$ cat config.mk
export PLATFORM = sky130hd
export DESIGN_NAME = thab_ctrl
export DESIGN_NICKNAME = d
export VERILOG_FILES = /design/src/hw/rtl/thab_pkg.sv /design/src/hw/rtl/thab_ctrl.sv
export SDC_FILE = /design/constraint.sdc
export NUM_CORES = 1
export LEC_CHECK = 0
export BUFFER_PORTS_ARGS = -buffer_cell sky130_fd_sc_hd__buf_4
export CAP_MARGIN = 0
export CORE_AREA = 2 2 39 41
export CTS_CLUSTER_SIZE = 28
export DETAILED_ROUTE_END_ITERATION = 12
export DIE_AREA = 0 0 41 43
export GPL_TIMING_DRIVEN = 0
export PLACE_DENSITY = 0.64
export SYNTH_ARGS = -nofsm -noshare
export SYNTH_HDL_FRONTEND = slang
export SYNTH_SLANG_ARGS = --single-unit
export TNS_END_PERCENT = 30
$ cat constraint.sdc
create_clock -name clk -period 1.7 [get_ports clk]
set_input_delay 0.085 -clock clk [delete_from_list [all_inputs] [get_ports clk]]
set_output_delay 0.085 -clock clk [all_outputs]
set_load 0.01 [all_outputs]
$ cat src/hw/rtl/thab_pkg.sv
`default_nettype none
// ----------------------------------------------------------------------------
// thab_pkg
// Shared types and hash constants for the three-hash address filter.
// ----------------------------------------------------------------------------
package thab_pkg;

	localparam logic [31:0] MUR_C1    = 32'h85ebca6b;
	localparam logic [31:0] MUR_C2    = 32'hc2b2ae35;
	localparam logic [31:0] FNV_OFF   = 32'd2166136261;
	localparam logic [31:0] FNV_PRIME = 32'd16777619;
	localparam logic [63:0] SM_GOLD   = 64'h9e3779b97f4a7c15;
	localparam logic [63:0] SM_M1     = 64'hbf58476d1ce4e5b9;
	localparam logic [63:0] SM_M2     = 64'h94d049bb133111eb;

	localparam logic REQ_INSERT = 1'b0;
	localparam logic REQ_CHECK  = 1'b1;

	// Eight fold steps followed by six compare and subtract steps.
	localparam logic [3:0] MOD_LAST = 4'd13;

	typedef enum logic [3:0] {
		ST_CLEAR,
		ST_IDLE,
		ST_H1,
		ST_H2,
		ST_H3,
		ST_H4,
		ST_H5,
		ST_MLOAD,
		ST_MOD,
		ST_READ,
		ST_RMW
	} state_t;

	typedef struct packed {
		logic clr;
		logic load;
		logic h1;
		logic h2;
		logic h3;
		logic h4;
		logic h5;
		logic mload;
		logic mstep;
		logic rd;
		logic wr;
		logic out_ld;
	} cmd_t;

	typedef struct packed {
		logic clr_last;
		logic mod_last;
		logic out_busy;
		logic req_check;
	} status_t;

endpackage
`default_nettype wire

$ cat src/hw/rtl/thab_ctrl.sv
`default_nettype none
// ----------------------------------------------------------------------------
// thab_ctrl
// Sequencer: clearing, hashing, reduction, read-modify-write or result load.
// ----------------------------------------------------------------------------
module thab_ctrl (
	input  wire logic              clk,
	input  wire logic              arst_n,
	input  wire logic              req_valid,
	output logic                   req_stall,
	input  wire thab_pkg::status_t sts,
	output thab_pkg::cmd_t         cmd
);

	thab_pkg::state_t state_q, state_d;

	always_ff @(posedge clk or negedge arst_n) begin
		if (!arst_n) begin
			state_q <= thab_pkg::ST_CLEAR;
		end else begin
			state_q <= state_d;
		end
	end

	always_comb begin
		state_d   = state_q;
		cmd       = '0;
		req_stall = 1'b1;
		unique case (state_q)
			thab_pkg::ST_CLEAR: begin
				cmd.clr = 1'b1;
				if (sts.clr_last) begin
					state_d = thab_pkg::ST_IDLE;
				end
			end
			thab_pkg::ST_IDLE: begin
				req_stall = 1'b0;
				if (req_valid) begin
					cmd.load = 1'b1;
					state_d  = thab_pkg::ST_H1;
				end
			end
			thab_pkg::ST_H1: begin
				cmd.h1  = 1'b1;
				state_d = thab_pkg::ST_H2;
			end
			thab_pkg::ST_H2: begin
				cmd.h2  = 1'b1;
				state_d = thab_pkg::ST_H3;
			end
			thab_pkg::ST_H3: begin
				cmd.h3  = 1'b1;
				state_d = thab_pkg::ST_H4;
			end
			thab_pkg::ST_H4: begin
				cmd.h4  = 1'b1;
				state_d = thab_pkg::ST_H5;
			end
			thab_pkg::ST_H5: begin
				cmd.h5  = 1'b1;
				state_d = thab_pkg::ST_MLOAD;
			end
			thab_pkg::ST_MLOAD: begin
				cmd.mload = 1'b1;
				state_d   = thab_pkg::ST_MOD;
			end
			thab_pkg::ST_MOD: begin
				cmd.mstep = 1'b1;
				if (sts.mod_last) begin
					state_d = thab_pkg::ST_READ;
				end
			end
			thab_pkg::ST_READ: begin
				cmd.rd  = 1'b1;
				state_d = thab_pkg::ST_RMW;
			end
			thab_pkg::ST_RMW: begin
				if (!sts.req_check) begin
					cmd.wr  = 1'b1;
					state_d = thab_pkg::ST_IDLE;
				end else if (!sts.out_busy) begin
					cmd.out_ld = 1'b1;
					state_d    = thab_pkg::ST_IDLE;
				end
			end
			default: begin
				state_d = thab_pkg::ST_CLEAR;
			end
		endcase
	end

endmodule
`default_nettype wire

== Word-level counts from Yosys, hierarchy flattened ==
Cells that the tools add are included.
W data, S select, Z words.
Storage, ports and cells
  output and inout port bits: 13
  register bits after elaboration: 4
Operators by class
  equality and inequality tests: 14
  reduce and logical (&&, ||, !) cells: 2
  mux-type cells: 22
Operators by type and width (number)
  $pmux W4 S11: 1
  $mux W4: 5
  $eq A4 B3 Y1 const B: 4
  $mux W1: 15
  $eq A4 B4 Y1 const B: 3
  $eq A4 B2 Y1 const B: 2
  $ne A2 B2 Y1 const B: 3
  $eq A4 B1 Y1 const B: 1
  $logic_not A4 Y1: 1
  $reduce_and A4 Y1: 1
  $ne A3 B3 Y1 const B: 1
  $mux W2: 1

== Depth between registers and ports, before layout ==
Gate-level depths: netlist (run 1).
  depth in word-level cells: 3
  depth in mapped cells: 5

== Worst setup path before layout (run 1) ==
Ideal clock, no wire load.
  path type: flip-flop to flip-flop
  from: register state_q[0]
  to: register state_q[3]
  cell stages (with the launch flop): 6
  path slack: 198 ps
  arrival: 1377 ps
  path through: dfrtp_1 buf_6 nor4_2 nand2b_1 nand3_2 mux2_4
Between the ends
  cells in the longest elaborated chain, start to end: 3
  elaborated cells on any way between the ends: 17
  classes of those cells: eq/ne (14); mux (1); reduce/logical (2)
RTL lines
  start, declared: line thab_ctrl.sv:15  | thab_pkg::state_t state_q, state_d;
  start signal, assigned: line thab_ctrl.sv:19  | state_q <= thab_pkg::ST_CLEAR;
  start signal, assigned: line thab_ctrl.sv:21  | state_q <= state_d;
  $eq A4 B4 Y1 (tied with other cells): line thab_ctrl.sv:29  | unique case (state_q)
  $ne A3 B3 Y1 (no source line) or $ne A2 B2 Y1 (tied branches)
  $reduce_and A4 Y1 (no source line)
Several ways; a longest one is shown, not always the timed one.
A chain may end at the register's enable or synchronous reset.

==> impl_metrics.yaml, run 1 <==
status:
  status: "finished, final reports clean"
worst_hold_path:
  hp-start: "req_valid"
  hold-path-cell-count: 2
  min_path_type: "in2reg"
floorplan:
  die_w_microns: 41
  start_util_pct: 26.2
  ioPinCount: 20
  die_y_microns: 43
  core_area_sq_um: 1380
  rows: 14
  fp.dieArea_sq_um: 1760
power_and_ir_drop:
  powerDensity_nw_per_um2: 1750
  ir_worst_vdd_uv: 647
  internal_power_w: 0.000575
  power.share.combinational_pct: 71.7
  power_frac_seq_pct: 16.5
  p_clk_share_pct: 11.8
  power_leakage_nw: 0.282
  p_sw_w: 0.000423
  p_sw_share_pct: 42.4
grt:
  groute.usage.overall_pct: 10.4
  grt_pass1_wl_microns: 1240
  grt-ovfl-total: 0
  antenna_found_initial: 0
  grt_max_degree: 11
  grt_pass1_vias: 310
synthesis:
  yosys.area_share.simple_pct: 47.9
  synth_area_sq_um: 363
  synth_edf_count: 0
  synth_seq_cells: 4
  ys_seq_area_share_pct: 27.6
  synthMuxAreaShare_pct: 4.14
  synth_top_family_by_area: "simple AND/OR/NAND/NOR gates"
  avgSynthCellArea_sq_um: 8.06
  yosys.area_share.xor_xnor_pct: 2.41
  postSynthCellCount: 45
  yosysWarnings: 0
  ys_types: 20
  async_flop_share_pct: 100
  synth-main-ff-cell: "dfrtp_1"
  synth-adder-area-share_pct: 0
  yosysTopAreaCell: "dfrtp_1"
  synth.net_count: 52
  synth_compound_area_share_pct: 8.28
  synth.area.top_cells: "dfrtp_1, nand2b_1, nor2_1, nor3_1, nand3_2"
  synth_top_area_share_pct: 27.6
placement:
  hpwlAfterDp_microns: 618
  portBuffers: 19
  place_ws_ns: 0.282
  gp_congestion: 0.776
worst_setup_path:
  reg2regPathDepth: 5
  path_cells: "buf_2 -> nand2b_4 -> or3_4 -> nor2_1 -> buf_4"
  endpoint_kind: "output pin"
  crit_type: "reg2out"
  startpoint: "state_q[1]"
  arrival_ns: 1.47
  crit_slowest_cell: "dfrtp_1"
  cp.required_ns: 1.62
  rr_startpoint: "state_q[3]"
  slowest_delay_ns: 0.34
  startpoint_type: "flip-flop"
  cp_max_fo: 9
drt:
  routed_via_density: 4.51
  routedWlPerCell_microns: 9.80
  drtAntennaViolNets: 0
  drc: 0
  first_pass_iters: 4
  drt_iter0_drc: 10
  wirelength_microns: 823
  vias: 379
timing:
  rsz0062_at_grt: "no"
  tns_ns: 0
  slew_headroom_pct: 83.7
  fin_crit_ns: 1.56
  skew_ns: 0.00524
  period_share_pct: 91.5
  setup_ws_ns: 0.145
  worst_pin_slew_ns: 0.243
  max_freq_mhz: 643
  drv_slew: 0
  hold_viol: 0
  setup_viol: 0
clock_network:
  cts_max_level: 1
  cts_tree: "built"
  clk_pin_slew_ns: 0.04
  cts_buffers: 3
  clkLatencyLatePin_ns: 0.24
  cts_sinks: 4
  cts_buffer_depth: 2
  cts_root_buf: "clkbuf_4"
finish:
  nNetsFinal: 77
  top_register: "state_q"
  largest_register_ffs: 4
  fill_cells: 141
  diodes: 0
  reg_top3: "state_q x4"
  drive_gt1_share_pct: 48.5
  syn_to_final_growth_pct: 57.2
flow_run:
  cap_violations: 0
==> area by class of cell <==
class	count	area (sq um)	area share, %
Buffer	4	31.3	5.48
Clock buffer	3	22.5	3.95
Inverter	1	3.75	0.658
Multi-Input combinational cell	36	240	42.1
Sequential cell	4	100	17.5
Tap cell	16	20.0	3.51
Timing Repair Buffer	20	153	26.8
==> power by group through the flow <==
stage | registers [W] | clock network (W) | logic, W
finish | 0.000164 | 0.000118 | 0.000716
global route | 0.000170 | 0.000125 | 0.000790
CTS | 0.000165 | 0.000124 | 0.000687
detailed placement | 0.000166 | 0 | 0.000683
global placement | 0.000165 | 0 | 0.000686
floorplan | 0.000162 | 0 | 0.000475
==> through the flow <==
stage | std cells | hold WS (ns) | utilization, % | total power [W] | area [sq um]
finish | 84 | 0.0647 | 41.2 | 0.000998 | 571
global route | 84 | 0.0956 | 41.2 | 0.00109 | 571
CTS | 84 | 0.0619 | 40.3 | 0.000975 | 558
detailed placement | 80 | -0.118 | 38.0 | 0.000849 | 526
global placement | 80 | -0.119 | 38.0 | 0.000852 | 526
floorplan | 45 | -0.211 | - | 0.000636 | 363
==> cell families after synthesis <==
logic type      count (synthesis)
simple gates                   30
buf+inv                         5
mux                             1
compound gates                  4
flops                           4
xor+xnor                        1
==> path summary, 6_finish.rpt <==
check | end | slack, ns
worst max-delay path | cmd[10] | 0.14
worst min-delay path | state_q[0] | 0.06
worst max register to register | state_q[3] | 0.28
worst min register to register | state_q[0] | 0.61
max in group asynchronous | state_q[2] | 1.42
min in group asynchronous | state_q[3] | 0.18
==> synth_stat cells (all sizes together) (2+ instances only) <==
cell type / instances
nand2b: 5
nand2: 4
o22ai: 2
dfrtp: 4
nor2: 8
nand3: 2
buf: 4
nor3b: 2
nor3: 5
==> routing by layer <==
layer	global-route usage, %	vias up	routed length [microns]
li1	-	202	-
met1	15.1	160	379
met2	13.1	15	355
met3	1.57	2	69
met4	8.00	0	19
met5	0	-	0
==> what timing repair did <==
action                                  4_1_cts  5_1_grt
hold buffers                                  1        0
setup buffers                                 0        0
resized for setup                             0        2
endpoints found under the setup margin        0        1
hold endpoints to repair                      4        0
==> worst max-delay path, delay by kind of cell (launching register included) <==
| kind | cells | cell delay (ns) |
|---|---|---|
| buffers and inverters | 2 | 0.29 |
| and+or+nand+nor | 3 | 0.59 |
| DFF | 1 | 0.34 |
==> cells in the final DEF (no fill, tap or decap) <==
cell            n
xor2_1          1
dfrtp_1         4
or3_4           1
o21ai_2         1
o22ai_1         2
mux2_4          1
and2_1          1
nor4_2          1
nor2_1          8
nor3_1          5
buf_6           1
o32ai_1         1
nor3b_1         2
inv_1           1
clkbuf_4        3
nand2_1         4
nand2b_1        4
nand2b_4        1
nand3_2         2
buf_4          21
dlygate4sd3_1   1
buf_2           1
and4bb_1        1
Note: power is estimated with default switching activity, not from simulation.
==> run 2, diff against run 1 <==
--- a/config.mk
+++ b/config.mk
@@ -8,6 +8,7 @@
 export BUFFER_PORTS_ARGS = -buffer_cell sky130_fd_sc_hd__buf_4
 export CAP_MARGIN = 0
 export CORE_AREA = 2 2 39 41
+export CTS_BUF_LIST = sky130_fd_sc_hd__clkbuf_8
 export CTS_CLUSTER_SIZE = 28
 export DETAILED_ROUTE_END_ITERATION = 12
 export DIE_AREA = 0 0 41 43
==> run 2 against run 1 <==
  * Die area did not move
  * Count of clock-buffer cells in the layout did not move
  * Worst setup slack got worse by 0.069 ns
  * Fmax fell by 4.2%
  * Non-clock buffer count did not move
  * Sequential power barely moved
  * First-iteration DRC count rose by 100%
  * Sequential share of layout area fell by 0.34 points
  * Clock power rose by 69%
  * Largest power group unchanged
==> impl_metrics.yaml, run 2 (synthesis results as in run 1) <==
status:
  status: "finished, final reports clean"
drt:
  first_pass_iters: 4
  vias: 394
  routedWlPerCell_microns: 10.9
  routed_via_density: 4.69
  wirelength_microns: 913
  drc: 0
  drtAntennaViolNets: 0
  drt_iter0_drc: 20
worst_hold_path:
  whs_endpoint: "state_q[0]"
  hp-start: "req_valid"
  min_path_type: "in2reg"
  hold-path-cell-count: 2
timing:
  tns_ns: 0
  fin_crit_ns: 1.62
  skew_ns: 0.00165
  slew_headroom_pct: 84.0
  setup_viol: 0
  drv_slew: 0
  setup_ws_ns: 0.0764
  max_freq_mhz: 616
  worst_pin_slew_ns: 0.238
  period_share_pct: 95.5
  hold_viol: 0
finish:
  fin_area_sq_um: 582
  reg_top3: "state_q x4"
  diodes: 0
  fin_util_pct: 42.0
  drive_gt1_share_pct: 47.1
  largest_register_ffs: 4
  syn_to_final_growth_pct: 60.3
  fill_cells: 141
  top_register: "state_q"
  nNetsFinal: 77
  final_cell_mix: "buf_4, nor2_1, nand2b_1, nor3_1"
  layout_commonest_cell: "buf_4"
  stdcell_count: 84
placement:
  gp_congestion: 0.776
  hpwlAfterDp_microns: 618
  portBuffers: 19
  place_area_sq_um: 526
  place_ws_ns: 0.282
  dp_cells: 80
grt:
  antenna_found_initial: 0
  grt_max_degree: 11
  grt_pass1_vias: 337
  groute.usage.overall_pct: 11.0
  grt_pass1_wl_microns: 1300
  grt-ovfl-total: 0
worst_setup_path:
  worstReg2RegEnd: "state_q[3]"
  cp_top_family: "simple AND/OR/NAND/NOR gates"
  reg2regPathDepth: 5
  r2r_slack_ns: 0.27
  crit_slowest_cell: "or3_4"
  cp_max_fo: 9
  crit_type: "reg2out"
  cp.required_ns: 1.62
  path_buf_inv: 2
  rr_startpoint: "state_q[3]"
  endpoint_kind: "output pin"
  slowest_delay_ns: 0.38
  startpoint_type: "flip-flop"
  path_cells: "buf_2 -> nand2b_1 -> or3_4 -> nor2_1 -> buf_4"
  arrival_ns: 1.54
flow_run:
  cap_violations: 0
clock_network:
  cts_tree: "built"
  clk_pin_slew_ns: 0.03
  cts_root_buf: "clkbuf_8"
  cts_buffers: 3
  cts_sinks: 4
  cts_max_level: 1
  cts_setup_buffers: 0
  clkLatencyLatePin_ns: 0.22
  cts_buffer_depth: 2
floorplan:
  start_util_pct: 26.2
  fp.dieArea_sq_um: 1760
  rows: 14
  die_y_microns: 43
  ioPinCount: 20
  die_w_microns: 41
  core_area_sq_um: 1380
power_and_ir_drop:
  power_leakage_nw: 0.285
  powerDensity_nw_per_um2: 1840
  ir_worst_vdd_uv: 586
## run 2: how the worst max path moves through the flow
stage	slack, ns	to	cells past startpoint	startpoint
after global routing	-0.004	cmd[10]	5	state_q[1]
after CTS	0.08	cmd[10]	5	state_q[1]
after global placement	0.27	state_q[3]	5	state_q[1]
after floorplan	0.20	state_q[3]	5	state_q[0]
after detailed placement	0.28	state_q[3]	5	state_q[3]
final	0.08	cmd[10]	5	state_q[1]
## run 2: metal layers
layer	track usage [%]	wire length, microns	share of wire, %	up-vias
li1	-	-	-	200
met1	15.1	394	43	171
met2	14.1	411	45	21
met3	3.14	90	9.9	2
met4	8.00	17	1.9	0
met5	0	0	0	-
## run 2: layout make-up
cell class	count	area, sq um	share of cell area, %
Buffer	4	31.3	5.38
Clock buffer	3	41.3	7.10
Inverter	1	3.75	0.645
Multi-Input combinational cell	36	233	40.0
Sequential cell	4	100	17.2
Tap cell	16	20.0	3.44
Timing Repair Buffer	20	153	26.2
## run 2: what timing repair did
action / in CTS / in global routing
endpoints found under the setup margin: 0 / 1
gates resized for setup: 0 / 1
hold endpoints to repair: 4 / 0
hold buffers: 1 / 0
## run 2: power by group
group / internal (W) / switching, W / total, W
combinational: 0.000339 / 0.000366 / 0.000705
sequential: 0.000144 / 0.0000208 / 0.000165
clock: 0.000151 / 0.0000485 / 0.000199
## run 2: through the flow
stage               hold slack, ns  power (W)
floorplan                   -0.211   0.000636
global placement            -0.119   0.000852
detailed placement          -0.118   0.000849
CTS                         0.0829    0.00106
global route                 0.114    0.00115
finish                      0.0837    0.00107
